$ cat src/rtl/tsq_pkg.sv
// Shared types and constants for the sorted timer queue.
// Used by the entry store, the output register and the top level.
`timescale 1ns / 1ps

package tsq_pkg;

  localparam int TimeBits   = 32;
  localparam int TagBits    = 16;
  localparam int PendBits   = 5;
  localparam int MaxResults = 16;
  localparam int NumBits    = $clog2(MaxResults + 1);

  localparam logic KIND_SCHEDULE = 1'b0;
  localparam logic KIND_FIRE     = 1'b1;

  typedef struct packed {
    logic                kind;
    logic [TimeBits-1:0] deadline;
    logic [TagBits-1:0]  tag;
    logic [TimeBits-1:0] now;
  } in_item_t;

  typedef struct packed {
    logic                fired;
    logic [TagBits-1:0]  fired_tag;
    logic [TimeBits-1:0] fired_deadline;
    logic                last;
    logic                full_drop;
    logic [PendBits-1:0] pending;
    logic [TimeBits-1:0] earliest;
  } out_item_t;

  typedef struct packed {
    logic [TimeBits-1:0] deadline;
    logic [TagBits-1:0]  tag;
  } entry_t;

  typedef struct packed {
    logic   we;
    entry_t data;
  } store_wr_t;

endpackage

$ cat src/rtl/tsq_store.sv
// Entry store of the timer queue: one write port and one registered read port.
// Depends on tsq_pkg for the entry and write-request types.
`timescale 1ns / 1ps

module tsq_store
  import tsq_pkg::*;
#(
  parameter int DEPTH = 16
) (
  input  logic                     clk,
  input  store_wr_t                wr,
  input  logic [$clog2(DEPTH)-1:0] waddr,
  input  logic [$clog2(DEPTH)-1:0] raddr,
  output entry_t                   rdata
);

  entry_t mem [DEPTH];

  always_ff @(posedge clk) begin
    if (wr.we) begin
      mem[waddr] <= wr.data;
    end
    rdata <= mem[raddr];
  end

endmodule

$ cat src/rtl/tsq_outreg.sv
// Output register of the timer queue; holds one result item until it is taken.
// Depends on tsq_pkg for the result item type.
`timescale 1ns / 1ps

module tsq_outreg
  import tsq_pkg::*;
(
  input  logic      clk,
  input  logic      rst,
  input  logic      load,
  input  out_item_t load_item,
  output logic      free,
  output logic      valid,
  input  logic      stall,
  output out_item_t item
);

  assign free = !valid || !stall;

  always_ff @(posedge clk) begin
    if (rst) begin
      valid <= 1'b0;
    end else if (free) begin
      valid <= load;
    end
  end

  always_ff @(posedge clk) begin
    if (free && load) begin
      item <= load_item;
    end
  end

endmodule

$ cat src/rtl/deadline_sorted_timer_queue_unit.sv
// Sorted timer queue: up to DEPTH timers kept in ascending deadline order in
// a circular store, with the earliest timer mirrored in registers.
// Depends on tsq_pkg, tsq_store and tsq_outreg.
`timescale 1ns / 1ps

// A schedule item walks back from the tail one entry at a time through one
// shared comparator (read, then compare), moving later timers up a slot, and
// then loads its result; a dropped schedule goes straight to its result. A fire
// item goes through compare, head read and result for each expired timer, with
// no head read for the timer that empties the table, and through compare and
// result alone when nothing has expired. The input is stalled for the whole
// item, and each result waits in an output register until it is taken.
module deadline_sorted_timer_queue_unit
  import tsq_pkg::*;
#(
  parameter int DEPTH = 16
) (
  input  logic      clk,
  input  logic      rst,
  input  logic      in_valid,
  output logic      in_stall,
  input  in_item_t  in_item,
  output logic      out_valid,
  input  logic      out_stall,
  output out_item_t out_item
);

  localparam int PW = $clog2(DEPTH);
  localparam int CW = $clog2(DEPTH + 1);

  typedef enum logic [5:0] {
    S_IDLE = 6'b000001,
    S_IRD  = 6'b000010,
    S_ICMP = 6'b000100,
    S_FCHK = 6'b001000,
    S_FRD  = 6'b010000,
    S_EMIT = 6'b100000
  } state_t;

  state_t              state;
  logic [PW-1:0]       head;
  logic [PW-1:0]       ptr;
  logic [CW-1:0]       count;
  logic [CW-1:0]       remain;
  logic [NumBits-1:0]  num;
  entry_t              new_entry;
  logic [TimeBits-1:0] now_r;
  entry_t              hd;
  logic                res_fired;
  logic                res_drop;
  entry_t              res_entry;

  store_wr_t           wr;
  logic [PW-1:0]       waddr;
  logic [PW-1:0]       raddr;
  entry_t              rdata;

  logic [TimeBits-1:0] cmp_a;
  logic [TimeBits-1:0] cmp_b;
  logic                cmp_le;
  logic                expire;
  logic                emit_last;
  logic                out_free;
  logic                out_load;
  out_item_t           load_item;
  logic [PW:0]         tail_sum;
  logic [PW-1:0]       tail;

  function automatic logic [PW-1:0] ptr_inc(input logic [PW-1:0] p);
    ptr_inc = (p == PW'(DEPTH - 1)) ? '0 : p + 1'b1;
  endfunction

  function automatic logic [PW-1:0] ptr_dec(input logic [PW-1:0] p);
    ptr_dec = (p == '0) ? PW'(DEPTH - 1) : p - 1'b1;
  endfunction

  assign tail_sum = {1'b0, head} + (PW + 1)'(count);
  assign tail     = (tail_sum >= (PW + 1)'(DEPTH)) ? PW'(tail_sum - (PW + 1)'(DEPTH))
                                                   : tail_sum[PW-1:0];

  // One comparator serves both the insertion walk and the expiry check.
  assign cmp_a  = (state == S_ICMP) ? rdata.deadline : hd.deadline;
  assign cmp_b  = (state == S_ICMP) ? new_entry.deadline : now_r;
  assign cmp_le = cmp_a <= cmp_b;
  assign expire = (count != '0) && cmp_le && (num < NumBits'(MaxResults));

  assign emit_last = res_fired ? !expire : 1'b1;
  assign in_stall  = (state != S_IDLE);
  assign out_load  = (state == S_EMIT);

  always_comb begin
    load_item                = '0;
    load_item.fired          = res_fired;
    load_item.fired_tag      = res_entry.tag;
    load_item.fired_deadline = res_entry.deadline;
    load_item.last           = emit_last;
    load_item.full_drop      = res_drop;
    load_item.pending        = PendBits'(count);
    load_item.earliest       = (count != '0) ? hd.deadline : '0;
  end

  always_comb begin
    wr.we   = 1'b0;
    wr.data = new_entry;
    waddr   = ptr;
    raddr   = ptr_dec(ptr);
    case (state)
      S_IRD: begin
        wr.we = (remain == '0);
      end
      S_ICMP: begin
        wr.we = 1'b1;
        if (!cmp_le) begin
          wr.data = rdata;
        end
      end
      S_FCHK: begin
        raddr = ptr_inc(head);
      end
      default: begin
      end
    endcase
  end

  always_ff @(posedge clk) begin
    if (rst) begin
      state <= S_IDLE;
      head  <= '0;
      count <= '0;
    end else begin
      case (state)
        S_IDLE: begin
          if (in_valid) begin
            new_entry.deadline <= in_item.deadline;
            new_entry.tag      <= in_item.tag;
            now_r              <= in_item.now;
            num                <= '0;
            res_fired          <= 1'b0;
            res_drop           <= 1'b0;
            res_entry          <= '0;
            ptr                <= tail;
            remain             <= count;
            if (in_item.kind == KIND_FIRE) begin
              state <= S_FCHK;
            end else if (count == CW'(DEPTH)) begin
              res_drop <= 1'b1;
              state    <= S_EMIT;
            end else begin
              state <= S_IRD;
            end
          end
        end
        S_IRD: begin
          if (remain == '0) begin
            hd    <= new_entry;
            count <= count + 1'b1;
            state <= S_EMIT;
          end else begin
            state <= S_ICMP;
          end
        end
        S_ICMP: begin
          if (!cmp_le) begin
            ptr    <= ptr_dec(ptr);
            remain <= remain - 1'b1;
            state  <= S_IRD;
          end else begin
            count <= count + 1'b1;
            state <= S_EMIT;
          end
        end
        S_FCHK: begin
          if (expire) begin
            res_fired <= 1'b1;
            res_entry <= hd;
            head      <= ptr_inc(head);
            count     <= count - 1'b1;
            num       <= num + 1'b1;
            state     <= (count > CW'(1)) ? S_FRD : S_EMIT;
          end else begin
            state <= S_EMIT;
          end
        end
        S_FRD: begin
          hd    <= rdata;
          state <= S_EMIT;
        end
        S_EMIT: begin
          if (out_free) begin
            state <= emit_last ? S_IDLE : S_FCHK;
          end
        end
        default: begin
          state <= S_IDLE;
        end
      endcase
    end
  end

  tsq_store #(
    .DEPTH(DEPTH)
  ) u_store (
    .clk  (clk),
    .wr   (wr),
    .waddr(waddr),
    .raddr(raddr),
    .rdata(rdata)
  );

  tsq_outreg u_outreg (
    .clk      (clk),
    .rst      (rst),
    .load     (out_load),
    .load_item(load_item),
    .free     (out_free),
    .valid    (out_valid),
    .stall    (out_stall),
    .item     (out_item)
  );

`ifndef SYNTHESIS
  a_count_bound: assert property (@(posedge clk) disable iff (rst)
    count <= CW'(DEPTH))
    else $error("pending count exceeds the table depth");

  a_drop_shape: assert property (@(posedge clk) disable iff (rst)
    out_valid && out_item.full_drop |-> out_item.last && !out_item.fired)
    else $error("dropped schedule result is malformed");

  a_fire_order: assert property (@(posedge clk) disable iff (rst)
    out_valid && !out_stall && out_item.fired && !out_item.last && out_item.pending != '0
    |-> out_item.earliest >= out_item.fired_deadline)
    else $error("fired timers leave out of deadline order");

  a_walk_single_write: assert property (@(posedge clk) disable iff (rst)
    wr.we |-> (state == S_IRD || state == S_ICMP))
    else $error("store written outside an insertion");
`endif

endmodule

$ cat config.mk
export PLATFORM = sky130hd
export DESIGN_NAME = deadline_sorted_timer_queue_unit
export DESIGN_NICKNAME = d
export VERILOG_FILES = /design/src/rtl/tsq_pkg.sv /design/src/rtl/tsq_store.sv /design/src/rtl/tsq_outreg.sv /design/src/rtl/deadline_sorted_timer_queue_unit.sv
export SDC_FILE = /design/constraint.sdc
export NUM_CORES = 1
export LEC_CHECK = 0
export BUFFER_PORTS_ARGS = -buffer_cell sky130_fd_sc_hd__clkbuf_2
export CAP_MARGIN = 20
export CORE_MARGIN = 1
export CORE_UTILIZATION = 55
export DETAILED_ROUTE_END_ITERATION = 8
export MAX_ROUTING_LAYER = met4
export PLACE_DENSITY = 0.72
export SLEW_MARGIN = 0
export SYNTH_ARGS = -nofsm -noshare
export SYNTH_HDL_FRONTEND = slang
export SYNTH_HIERARCHICAL = 1
export SYNTH_SLANG_ARGS = --single-unit
$ cat constraint.sdc
create_clock -name clk -period 9.2 [get_ports clk]
set_input_delay 2.76 -clock clk [delete_from_list [all_inputs] [get_ports clk]]
set_output_delay 2.76 -clock clk [all_outputs]
set_load 0.01 [all_outputs]
==> results summary, run 1 <==
Once placement completed, the tool counted placed cells totaling 3,214. The buffer and inverter count on the worst path is 2. The area taken by flip-flops and latches came out at 0.0328 mm². The count of buffers added on input and output ports is 174. Across all layers, the routed design uses 20,801 vias. Walking the worst path, the cells encountered are nor2_1 -> nand4b_1 -> buf_4 -> mux2_2 -> ha_1 -> nand4_1 -> nor4_1 -> and2_1 -> a31oi_1 -> nor4_4 -> nand2_1 -> a21oi_4 -> buf_4. The data required time of the worst path is 9.48 ns. For this run, the leading register cell type out of synthesis is sky130_fd_sc_hd__edfxtp_1. The switching power as a share of total power came out at 0.228.

The capturing point of the worst reg2reg path is load_item[39]$_SDFFCE_PN0P_. The internal power contribution is 8.55 mW. For the pin with the worst max-slew slack, the measured transition is 1.22 ns. The maximum count of clock buffers along a single path came out at 3. The global route total overflow came out at 0. The largest net degree at the start of global routing is 101.

The violation count after the first detailed-routing iteration is 2,439. The number of failing setup endpoints in the final timing report is 0. The total setup buffers inserted after CTS came out at 0. The total wire length after detailed routing came out at 92,900 µm. CTS placed an instance of sky130_fd_sc_hd__clkbuf_16 at the clock tree root. The path class of the tightest hold or removal check is reg2reg. After layout, the worst setup slack is around 3.0 ns. The final hold violation count is 0. The number of antenna diodes in the final layout is 0. The fraction of the yosys area taken by sequential cells is 0.769. The count of fill cells added during filler insertion is 5,034. The number of violations of the max-capacitance limit came out at 0. The area of the die is about 0.079 mm². The register-to-register setup slack is 3.02 ns. The setup skew after layout is 0.0255 ns. The number of enable flip-flop cells after synthesis is 1,048. In this run the power spent charging and discharging nets is 2.53 mW. The initial core utilization is 0.559. The initial antenna violation count came out at 1. The number of flip-flops and latches in the synthesized netlist is 1,112. The count of cells along the worst register-to-register path is 13.

In this run the cell area of the synthesized design comes to 0.0426 mm². Along the worst hold path, the cell count comes to 0. For this run, design rule violations remaining after detail routing come to 0.

The critical path startpoint category is a register. The data arrival time of the critical path is 6.46 ns. The first global-routing pass estimated 136,000 µm of wire. Synthesis produced 2,068 cells.

Row generation in the floorplan step produced 101 rows. The largest single stage delay on the critical path is 0.88 ns. The max-slew violation count came out at 0. The maximum fanout count along the critical path is between 80 and 90. The mean instance size in the synthesized netlist came out at 20.6 µm². The number of placed I/O pins came out at 175.

The tree built by TritonCTS fans out to 1,112 sinks. The H-tree was split into 3 levels. The relative max-transition margin came out at 0.168. The placeable core region is about 0.076 mm². In the global route stage, overall resource usage came out at 0.248. The total negative setup slack came out at 0 ns. The classification of the worst setup path is reg2reg. The flow ran to the end, and the final reports show no timing, DRC or antenna violations. Before antenna repair, the detailed router went through 6 iterations. Measured along the x axis, the die boundary spans 280 µm. IR analysis of the VDD net gives a maximum drop of 0.154 mV. The routed via count divided by cell count is roughly 6. The path with the worst hold slack has its endpoint at u_outreg/item[58]$_DFFE_PP_. The via count of the first global-routing pass came out at roughly 21,000. The critical path's top delay family is simple AND/OR/NAND/NOR gates.

The number of clock buffers inserted by TritonCTS is 104. The non-filler instance count after layout is 3,411. The share of power burned in the clock network is 0.381. The CTS clock-pin slew for the worst setup and hold paths came out at 0.06 ns. Yosys printed 6 warnings. The worst register-to-register path begins at state[1]$_SDFFE_PP0P_. Of the cells placed in the final design, the portion with a size suffix greater than 1 is 0.308. By instance count, the cell type seen most on the critical path is sky130_fd_sc_hd__buf_4. Of all flip-flops after synthesis, the portion carrying an async set or reset was 0. Among all stages on the critical path, the largest delay is contributed by sky130_fd_sc_hd__nor4_1. The maximum achievable frequency is approximately 160 MHz. Of the total power, registers draw 0.533. The final RePlAce weighted congestion is 0.831. The post-route fraction of the period consumed by the critical path is 0.672. The area of the multi-input gates came out at between 0.009 and 0.01 mm². The clock latency at the later pin of the worst-skew pair came out at roughly 0.67 ns. The endpoint class of the critical path is a register. At the placement stage, the worst setup path has a slack of 3.15 ns. Setup repair after global routing left no endpoint under its margin. The die boundary height came out at 280 µm. The leakage component of the power is 16.2 nW.

TritonCTS built the clock tree. The post-synthesis to final-layout area growth is 13.2%. In the final design database the tool counted 2,420 nets. The half-perimeter wire length after detailed placement is 49,600 µm.

The count of distinct cell types in the synthesized netlist is 49. The number of gates resized after CTS was 0. The average detailed-routed wire length per instance is 27.2 µm. The worst hold path begins at load_item[58]$_SDFFCE_PN0P_. For this design, the CTS-stage hold fixing added 0 buffers. The antenna violation net count after detailed routing is 0.

Power spread over the standard cell area amounts to 230 mW/mm². The time the worst path needs with I/O delays and setup came out at 6.18 ns. The part of the total power dissipated in combinational logic came out at 0.086.

The net count of the mapped netlist is around 2,200.
flip-flops by register name (all words and copies together) (netlist names), 4 cells and up:
| signal | count |
|---|---|
| u_store/rdata | 48 |
| now_r | 32 |
| num | 5 |
| hd | 48 |
| ptr | 4 |
| count | 5 |
| u_outreg/item | 88 |
| head | 4 |
| load_item | 48 |
| state | 6 |
| u_store/mem | 768 |
| new_entry | 48 |
| remain | 5 |
worst reg2reg max path, cell delays in order, from the launching register on:
cell	delay (ns)
sky130_fd_sc_hd__dfxtp_1	0.43
sky130_fd_sc_hd__nor2_1	0.12
sky130_fd_sc_hd__nand4b_1	0.15
sky130_fd_sc_hd__buf_4	0.85
sky130_fd_sc_hd__mux2_2	0.47
sky130_fd_sc_hd__ha_1	0.31
sky130_fd_sc_hd__nand4_1	0.19
sky130_fd_sc_hd__nor4_1	0.88
sky130_fd_sc_hd__and2_1	0.24
sky130_fd_sc_hd__a31oi_1	0.10
sky130_fd_sc_hd__nor4_4	0.43
sky130_fd_sc_hd__nand2_1	0.30
sky130_fd_sc_hd__a21oi_4	0.62
sky130_fd_sc_hd__buf_4	0.68
cell usage after synthesis (all sizes together), types with 19 or more instances:
library cell / number / share of area
a21oi: 30 / 0.0035
a22oi: 96 / 0.017
and2: 54 / 0.0079
buf: 50 / 0.0063
clkbuf: 45 / 0.0040
dfxtp: 64 / 0.030
edfxtp: 1048 / 0.74
ha: 43 / 0.013
mux2: 128 / 0.034
mux2i: 36 / 0.0085
mux4: 192 / 0.10
nand2: 72 / 0.0063
nor2: 45 / 0.0040
nor2b: 38 / 0.0056
o21ai: 19 / 0.0022
power by group through the flow:
stage | registers, mW | clock network [mW] | logic, mW
3_5_place_dp | 6.00 | 0 | 0.955
3_3_place_gp | 6.00 | 0 | 0.924
5_1_grt | 5.91 | 4.47 | 1.03
2_1_floorplan | 5.92 | 0 | 0.701
6_report | 5.90 | 4.22 | 0.957
4_1_cts | 5.90 | 4.29 | 0.961
layer usage:
metal,track usage,wire [µm],up-vias
li1,-,-,8898
met1,0.333,36600,10800
met2,0.408,47200,962
met3,0.0331,7300,141
met4,0.0583,1770,0
met5,-,0,-
how the worst max path moves through the flow:
| stage | start | endpoint | cells past startpoint |
|---|---|---|---|
| after floorplan | rst | new_entry[0]$_DFFE_PP_ | 2 |
| after global placement | state[1]$_SDFFE_PP0P_ | load_item[44]$_SDFFCE_PN0P_ | 13 |
| after detailed placement | state[1]$_SDFFE_PP0P_ | load_item[44]$_SDFFCE_PN0P_ | 13 |
| after CTS | state[1]$_SDFFE_PP0P_ | load_item[39]$_SDFFCE_PN0P_ | 13 |
| after global routing | state[1]$_SDFFE_PP0P_ | load_item[39]$_SDFFCE_PN0P_ | 13 |
| final | state[1]$_SDFFE_PP0P_ | load_item[39]$_SDFFCE_PN0P_ | 13 |
cell usage in the layout, fill, tap and decap left out, drive strengths merged, types with 5 or more instances in the layout:
cell type,instances
a21o,5
a21oi,30
a22oi,96
and2,54
buf,38
bufinv,9
clkbuf,299
clkinv,53
dfxtp,64
edfxtp,1048
ha,43
inv,19
mux2,128
mux2i,36
mux4,192
nand2,72
nand3,11
nand4,9
nor2,45
nor2b,38
nor3,8
nor4,6
o21ai,19
xnor2,10
cell families after synthesis:
kind of cell | after synthesis | share of synthesized area
buf+inv | 109 | 0.0115
simple gates | 261 | 0.0317
xor+xnor | 13 | 0.00267
flops | 1112 | 0.769
mux | 356 | 0.144
compound gates | 173 | 0.0279
fa+ha+maj | 44 | 0.0131
layout make-up:
cell class              count  share of cell area
well taps                1030              0.0267
clock buffers             125              0.0571
clock inverters            71              0.0134
inverters                  14             0.00109
repair buffers            212              0.0243
flip-flops and latches   1112               0.680
multi-input cells         847               0.198
per-stage QoR:
stage / cell area, µm² / utilization / total power [mW] / hold slack (ns)
after floorplan: 42600 / - / 6.62 / 0.400
after global placement: 44800 / 0.588 / 6.93 / 0.402
after detailed placement: 44800 / 0.588 / 6.96 / 0.405
after CTS: 48200 / 0.632 / 11.1 / 0.419
after global routing: 48200 / 0.632 / 11.4 / 0.424
final: 48200 / 0.632 / 11.1 / 0.416
Power figures use the tool's default switching activity.
==> inputs of run 2 (changes only) <==
==> constraint.sdc (replaced) <==
create_clock -name clk -period 5.7 [get_ports clk]
set_input_delay 1.71 -clock clk [delete_from_list [all_inputs] [get_ports clk]]
set_output_delay 1.71 -clock clk [all_outputs]
set_load 0.01 [all_outputs]
==> run 2 against run 1 <==
Fmax rose by 32%. Die area unchanged. Sequential power rose by 62%. Utilization increased by 0.44 points. Global-route usage is 0.30 points higher. Critical path depth stayed put. Clock power rose by 63%. Final area increased by 0.70%. Total power is 62% higher. Largest power group unchanged.
==> results summary, run 2 (synthesis results as in run 1) <==
The number of flip-flops under the largest register name is 768. For this run, the share of the core covered by cells in the final layout is 0.637. The largest registers in the layout are u_store/mem (768), u_outreg/item (88).

STA classifies the critical path startpoint as a register. For this block, the initial DRC count from the detailed router was approximately 2,500. The instance area at placement came out at 0.0451 mm². The worst register-to-register path begins at state[1]$_SDFFE_PP0P_. The initial antenna violation count is 4. The number of violations of the max-capacitance limit is 0. The placeable core region came out at ~0.076 mm². The clock net in this run drives a total of 1,112 sinks. The register-to-register setup slack is a little over 1 ns. The antenna violation net count after detailed routing is 0. The share of layout cells above drive strength 1 came out at 0.307. The via count came out at around 21,000. The congestion estimate from routability-driven global placement came to around 0.83.

The clock tree root driver cell is sky130_fd_sc_hd__clkbuf_16. The maximum achievable frequency came out at between 200 and 250 MHz. The count of fill cells added during filler insertion is 4,982. The clock latency at the later pin of the worst-skew pair is 0.67 ns.

The number of remaining DRC errors came out at 0. For the pin with the worst max-slew slack, the measured transition is approximately 1.1 ns. In this run the static leakage power is about 16 nW.

Summed over all layers, the global routing overflow is 0. The worst hold path begins at load_item[53]$_SDFFCE_PN0P_. The critical path ends at u_store/mem[15][39]$_DFFE_PP_. In this run the worst hold path is classified as reg2reg.

The initial core utilization came out at 0.559. The H-tree was split into 3 levels. The maximum count of clock buffers along a single path is 3. TritonCTS built the clock tree. The horizontal extent of the die came out at 280 µm. The number of port buffers came out at 174. The number of failing setup endpoints in the final timing report is 0. The number of placed I/O pins came out at 175. The max-slew violation count came to 0. The run finished with clean final reports. The top cell types in the final layout, fill and taps aside, are sky130_fd_sc_hd__edfxtp_1 (1,048), sky130_fd_sc_hd__mux4_2 (192), sky130_fd_sc_hd__clkbuf_2 (174). By startpoint and endpoint, the worst setup path is classified as reg2reg. The via count of the first global-routing pass came out at 21,124. The post-CTS resize count came out at 0. At the end of the flow, the number of nets in the layout was 2,431. The post-synthesis to final-layout area growth came out at 14.0%. The number of clock buffers inserted by TritonCTS is between 100 and 150. The post-route fraction of the period consumed by the critical path is 0.822. The cell count along the critical path came out at 13. The total wire length after detailed routing came out at 94,400 µm. Setup repair after global routing left no endpoint under its margin. The number of hold buffers added after CTS is 0. The areal power density over the cells came out at approximately 370 mW/mm². The worst register-to-register path has a depth of 13. The average detailed-routed wire length per instance came out at 27.6 µm. The total setup buffers inserted after CTS came out at 0. The relative max-transition margin is 0.291. The stage delay of the slowest cell on the critical path came out at 0.65 ns. Data arrives at the worst endpoint at 5.05 ns. The total negative setup slack came out at 0 ns.

Among cell families on the critical path, the largest total delay comes from simple AND/OR/NAND/NOR gates. The row count is 101. Clock-pin slew was measured on the worst setup and hold paths at 0.06 ns. The launching element of the worst setup path is state[1]$_SDFFE_PP0P_. The wire length of the first global-routing pass is between 100,000 and 150,000 µm. At the worst endpoint, the required time is between 6 and 7 ns.

The endpoint class of the critical path is a register. In this run the worst path has a maximum fanout of 84. The number of search-and-repair iterations in the first detailed-routing pass is 5. Leaving out fill and tap cells, the most frequent cell in the layout is sky130_fd_sc_hd__edfxtp_1. The half-perimeter wire length after detailed placement is 52,100 µm.

VDD sags by at most 0.262 mV. The die boundary height came out at 280 µm. The total instance count after detailed placement came out at 3,226. The slowest stage of the critical path is the sky130_fd_sc_hd__nor4_1 cell. The time the worst path needs with I/O delays and setup came out at 4.69 ns. The die covers 0.0785 mm². In the global route stage, overall resource usage came out at 0.251. The endpoint identified for the worst register-to-register timing path is u_store/mem[15][39]$_DFFE_PP_. The register containing the most flip-flops in the final layout is u_store/mem. Walking the worst path, the cells encountered are nor2_1 -> nand4b_1 -> buf_12 -> mux2_2 -> ha_1 -> nand4_1 -> nor4_1 -> nor2b_1 -> o31a_1 -> nor2_1 -> or2_2 -> buf_4 -> mux2_2. Excluding fillers, the count of instances in the completed layout stands at around 3,400. After detailed routing, the number of vias per cell comes to 6.13. The post-route cell area is 0.0485 mm². The final hold violation count is 0. The setup skew after layout came out at between 0.02 and 0.03 ns. The buffer and inverter count on the worst path is 2. The largest net degree at the start of global routing came out at 85.
run 2: changes by cell type in the layout (fill, tap and decap cells not counted), moves of 3 or more:
cell and change:
sky130_fd_sc_hd__buf_12 +20, sky130_fd_sc_hd__clkbuf_1 +13, sky130_fd_sc_hd__clkinv_2 -8, sky130_fd_sc_hd__buf_4 -7, sky130_fd_sc_hd__clkinv_1 -7, sky130_fd_sc_hd__clkinv_4 -5
sky130_fd_sc_hd__bufinv_16 +3
run 2: metal layers:
metal / up-vias / global-route usage / part of all wire
met4: 0 / 0.0827 / 0.030
met3: 182 / 0.0458 / 0.091
met1: 10801 / 0.330 / 0.39
li1: 8897 / - / -
met2: 1082 / 0.400 / 0.49
met5: - / - / 0
run 2: how the worst min path moves through the flow:
stage / cells past startpoint / slack [ns] / endpoint
6_report: 0 / 0.42 / u_outreg/item[53]$_DFFE_PP_
3_5_place_dp: 0 / 0.40 / u_outreg/item[37]$_DFFE_PP_
3_3_place_gp: 0 / 0.40 / u_outreg/item[40]$_DFFE_PP_
4_1_cts: 0 / 0.42 / u_outreg/item[53]$_DFFE_PP_
2_1_floorplan: 0 / 0.40 / u_outreg/item[37]$_DFFE_PP_
5_1_grt: 0 / 0.43 / u_outreg/item[41]$_DFFE_PP_
run 2: area by class of cell:
cell class                 count  area, µm²  area share
sequential                  1112      32800       0.675
multi-input combinational    847       9520       0.196
clock buffer                 140       2830      0.0583
timing repair buffer         224       1510      0.0311
tap                         1030       1290      0.0266
clock inverter                49        567      0.0117
inverter                      14       52.6     0.00108
antenna                        1       2.50   0.0000516
run 2: stage by stage:
stage / total power, mW / hold WS, ns / worst slack (ns)
global route: 18.5 / 0.425 / 0.866
CTS: 18.1 / 0.420 / 1.10
floorplan: 10.7 / 0.400 / 0.136
detailed placement: 11.3 / 0.405 / 1.10
global placement: 11.2 / 0.402 / 1.24
finish: 18.0 / 0.416 / 1.01
run 2: worst reg2reg max path, stage by stage (launching register included):
cell and delay (ns):
sky130_fd_sc_hd__dfxtp_1 0.42, sky130_fd_sc_hd__nor2_1 0.12, sky130_fd_sc_hd__nand4b_1 0.17, sky130_fd_sc_hd__buf_12 0.40
sky130_fd_sc_hd__mux2_2 0.43, sky130_fd_sc_hd__ha_1 0.30, sky130_fd_sc_hd__nand4_1 0.22, sky130_fd_sc_hd__nor4_1 0.65
sky130_fd_sc_hd__nor2b_1 0.23, sky130_fd_sc_hd__o31a_1 0.25, sky130_fd_sc_hd__nor2_1 0.08, sky130_fd_sc_hd__or2_2 0.31
sky130_fd_sc_hd__buf_4 0.31, sky130_fd_sc_hd__mux2_2 0.51
run 2: power by group:
group          internal (mW)  total [mW]  switching [mW]
registers               9.28        9.53           0.242
logic                  0.678        1.59           0.909
clock network           4.01        6.89            2.87
==> inputs of run 3 (changes only) <==
--- a/config.mk
+++ b/config.mk
@@ -11,7 +11,7 @@
 export CORE_UTILIZATION = 55
 export DETAILED_ROUTE_END_ITERATION = 8
 export MAX_ROUTING_LAYER = met4
-export PLACE_DENSITY = 0.72
+export PLACE_DENSITY = 0.75
 export SLEW_MARGIN = 0
 export SYNTH_ARGS = -nofsm -noshare
 export SYNTH_HDL_FRONTEND = slang
==> constraint.sdc (replaced) <==
create_clock -name clk -period 4.2 [get_ports clk]
set_input_delay 1.26 -clock clk [delete_from_list [all_inputs] [get_ports clk]]
set_output_delay 1.26 -clock clk [all_outputs]
set_load 0.01 [all_outputs]
==> run 3 against run 2 <==
The flow now finishes with violations (negative setup slack). Final cell count is 1.8% higher. Non-clock buffer count up 36. Fmax up 11%. Sequential cell count unchanged. Utilization increased by 1.6 points. Setup slack got worse by 1.0 ns. Critical path depth increased by 2. Final area grew 2.5%. Critical path type unchanged. Largest power group unchanged. Highest routed layer unchanged.
==> results summary, run 3 (synthesis results as in run 1) <==
The flow ran to the end, but the final reports show violations. The checks that failed: negative setup slack. Counting cells, the worst reg-to-reg path comes to 15. The startpoint identified for the worst register-to-register timing path is state[0]$_SDFFE_PP1P_. The post-route fraction of the period consumed by the critical path is 1.01. The signal on the critical path passes through nor2_1 -> nand4b_1 -> buf_6 -> clkbuf_16 -> mux2_2 -> ha_1 -> nand4_1 -> o22ai_1 -> a31oi_1 -> a31oi_4 -> nor2_4 -> or2_4 -> buf_12 -> clkbuf_16 -> mux2_2. The initial antenna violation count came out at 2.

The routed via count divided by cell count is between 6 and 7. The worst hold slack is 0.419 ns. The register-to-register setup slack is -0.04 ns.

The worst hold path begins at load_item[41]$_SDFFCE_PN0P_. The post-synthesis to final-layout area growth came out at 16.9%. The buffer and inverter count on the worst path is 4.

The overall routing resource usage is 0.260. The worst path in the final design needs a cycle of 4.24 ns, including I/O delays and setup. The library cells used most frequently in the layout, excluding fill and tap cells, are sky130_fd_sc_hd__edfxtp_1 (1,048), sky130_fd_sc_hd__mux4_2 (192), sky130_fd_sc_hd__clkbuf_2 (174). In the routed design, unresolved DRC markers number 0. The placeable core region came out at between 0.07 and 0.08 mm². The clock passes through at most 3 buffers. The post-placement worst setup slack came out at around 0.0083 ns. The area of the multi-input gates came out at a little over 0.01 mm².

The root buffer cell chosen for the clock tree is sky130_fd_sc_hd__clkbuf_16. The areal power density over the cells came out at 497 mW/mm². The wire length of the first global-routing pass is approximately 140,000 µm. The initial utilization of the core area, before any placement, comes to 0.559. On the critical path, the stage with the largest delay is an instance of sky130_fd_sc_hd__a31oi_1. The transition time of the tightest slew-check pin is 0.980 ns. The stage delay of the slowest cell on the critical path came out at 0.53 ns. The register containing the most flip-flops in the final layout is u_store/mem. For the worst setup path, the data required time is 4.58 ns. The final hold violation count is 0.

The number of search-and-repair iterations in the first detailed-routing pass came out at 5. The floorplan step set the die width to 280 µm. The number of flip-flops under the largest register name is approximately 770. The antenna violation net count after detailed routing is 0.

The largest registers in the layout are u_store/mem (768), u_outreg/item (88). The number of clock buffers inserted by TritonCTS is 103. The violation count after the first detailed-routing iteration came out at 3,194. In this run the worst path has a maximum fanout of 12. The number of hold buffers added after CTS was 0. After legalization and detailed placement, the total HPWL measured 52,000 µm. The via count came out at 22,091. The worst setup path is captured at a register. The largest net degree at the start of global routing is 100. The via count of the first global-routing pass came out at 21,850. The peak ir drop on the vdd network came out at 0.359 mV. The number of placed I/O pins is 175.

The area taken by flip-flops and latches is 0.0328 mm². The count of buffers added on input and output ports is 174. STA puts the critical path data arrival time at around 4.6 ns. The clock latency at the later pin of the worst-skew pair is between 0.6 and 0.7 ns. The total wire length after detailed routing came out at 104,000 µm. The number of violations of the max-capacitance limit is 0. The classification of the worst setup path is reg2reg. The TritonCTS clock tree is done.

The number of failing setup endpoints in the final timing report is 220. In the post-route analysis, the smallest setup slack over all paths is -0.0376 ns. The die boundary height came out at about 280 µm. The layout has 4,782 filler cells.

Routability-driven placement finished with a final weighted congestion of 0.874. The endpoint identified for the worst register-to-register timing path is u_store/mem[5][10]$_DFFE_PP_. Among cell families on the critical path, the largest total delay comes from simple AND/OR/NAND/NOR gates.

The worst pin sits at a relative slew slack of 0.347. The global route total overflow came out at 0. The leakage component of the power came out at 17.0 nW. The average detailed-routed wire length per instance came out at 29.9 µm. The die covers 0.0785 mm². Of the cells placed in the final design, the portion with a size suffix greater than 1 is 0.331. After floorplanning, the core was divided into 101 placement rows. The total clock sinks is 1,112.

Setup repair after global routing could not meet its margin everywhere. The library cell used most frequently in the layout, excluding fill and tap cells, is sky130_fd_sc_hd__edfxtp_1. The max-slew violation count came out at 0.

The net count of the finished layout is around 2,500. The CTS clock-pin slew for the worst setup and hold paths came out at roughly 0.060 ns. The maximum achievable frequency is 236 MHz. The critical path startpoint category is a register.

The worst min-delay path category is reg2reg. The setup skew after layout is 0.0169 ns. The terminating pin of the worst hold path is u_outreg/item[41]$_DFFE_PP_. In this run the number of H-tree levels came out at 3. The worst hold path depth came out at 0.
==> run 3: cell count changes in the layout (fill, tap and decap cells not counted), moves of 3 or more <==
cell,before,now
sky130_fd_sc_hd__clkinv_1,7,13
sky130_fd_sc_hd__clkbuf_1,27,19
sky130_fd_sc_hd__buf_12,21,34
sky130_fd_sc_hd__buf_6,0,5
sky130_fd_sc_hd__mux2_4,0,50
sky130_fd_sc_hd__buf_4,29,38
sky130_fd_sc_hd__dfxtp_2,0,3
sky130_fd_sc_hd__dfxtp_1,64,60
sky130_fd_sc_hd__clkbuf_16,104,112
sky130_fd_sc_hd__mux2_2,128,102
sky130_fd_sc_hd__nor3_4,0,4
sky130_fd_sc_hd__nor3_2,4,0
==> run 3: layout make-up <==
class                   count  share of cell area
diodes                      2            0.000101
repair buffers            260              0.0427
clock buffers             135              0.0573
clock inverters            55              0.0115
multi-input cells         872               0.203
inverters                  14             0.00106
flip-flops and latches   1112               0.658
well taps                1030              0.0259
==> run 3: worst max-delay path by stage <==
stage / startpoint / end / slack, ns / depth (start not counted)
2_1_floorplan: state[1]$_SDFFE_PP0P_ / load_item[39]$_SDFFCE_PN0P_ / -1.12 / 13
6_report: state[0]$_SDFFE_PP1P_ / u_store/mem[5][10]$_DFFE_PP_ / -0.04 / 15
3_5_place_dp: state[3]$_SDFFE_PP0P_ / u_store/mem[5][9]$_DFFE_PP_ / 0.008 / 14
3_3_place_gp: state[3]$_SDFFE_PP0P_ / u_store/mem[14][11]$_DFFE_PP_ / 0.08 / 14
5_1_grt: state[3]$_SDFFE_PP0P_ / u_store/mem[9][28]$_DFFE_PP_ / -0.11 / 16
4_1_cts: state[3]$_SDFFE_PP0P_ / u_store/mem[8][9]$_DFFE_PP_ / 0.04 / 14
==> run 3: per-layer routing <==
| metal | vias to the layer above | routed length (µm) | global-route usage |
|---|---|---|---|
| met5 | - | 0 | - |
| met2 | 1402 | 52600 | 0.426 |
| met1 | 11397 | 37900 | 0.333 |
| met3 | 194 | 10700 | 0.0445 |
| met4 | 0 | 2800 | 0.0891 |
| li1 | 9098 | - | - |
==> run 3: report_power, final <==
| part | internal [mW] | total (mW) | switching, mW |
|---|---|---|---|
| clock network | 5.45 | 9.43 | 3.97 |
| logic | 1.02 | 2.31 | 1.29 |
| registers | 12.6 | 13.0 | 0.413 |
| total | 19.1 | 24.7 | 5.68 |
==> run 3: worst reg2reg max path: cells and delay by family (launching register included) <==
kind	cells	cell delay (ns)
AO/OA/AOI/OAI	3	0.87
AND/OR/NAND/NOR	5	1.02
adder cells (fa/ha/maj)	1	0.29
flip-flops	1	0.32
buffers and inverters	4	0.75
multiplexers	2	0.72
==> run 3: metrics by stage <==
| stage | setup TNS (ns) | instances | utilization | total power [mW] | instance area (µm²) |
|---|---|---|---|---|---|
| final | -2.38 | 3480 | 0.653 | 24.7 | 49800 |
| after global routing | -38.09 | 3478 | 0.653 | 25.4 | 49700 |
| after detailed placement | 0 | 3242 | 0.596 | 15.3 | 45400 |
| after global placement | 0 | 3242 | 0.596 | 15.3 | 45400 |
| after CTS | 0 | 3433 | 0.641 | 24.6 | 48900 |
| after floorplan | -60.68 | 2068 | - | 14.5 | 42600 |
==> run 3: timing repair <==
| item | CTS | global route |
|---|---|---|
| pin swaps | 0 | 8 |
| cloned | 1 | 36 |
| endpoints found under the setup margin | 450 | 817 |
| resized for setup | 0 | 76 |
| setup buffers | 0 | 9 |
| hold endpoints to repair | 0 | 0 |
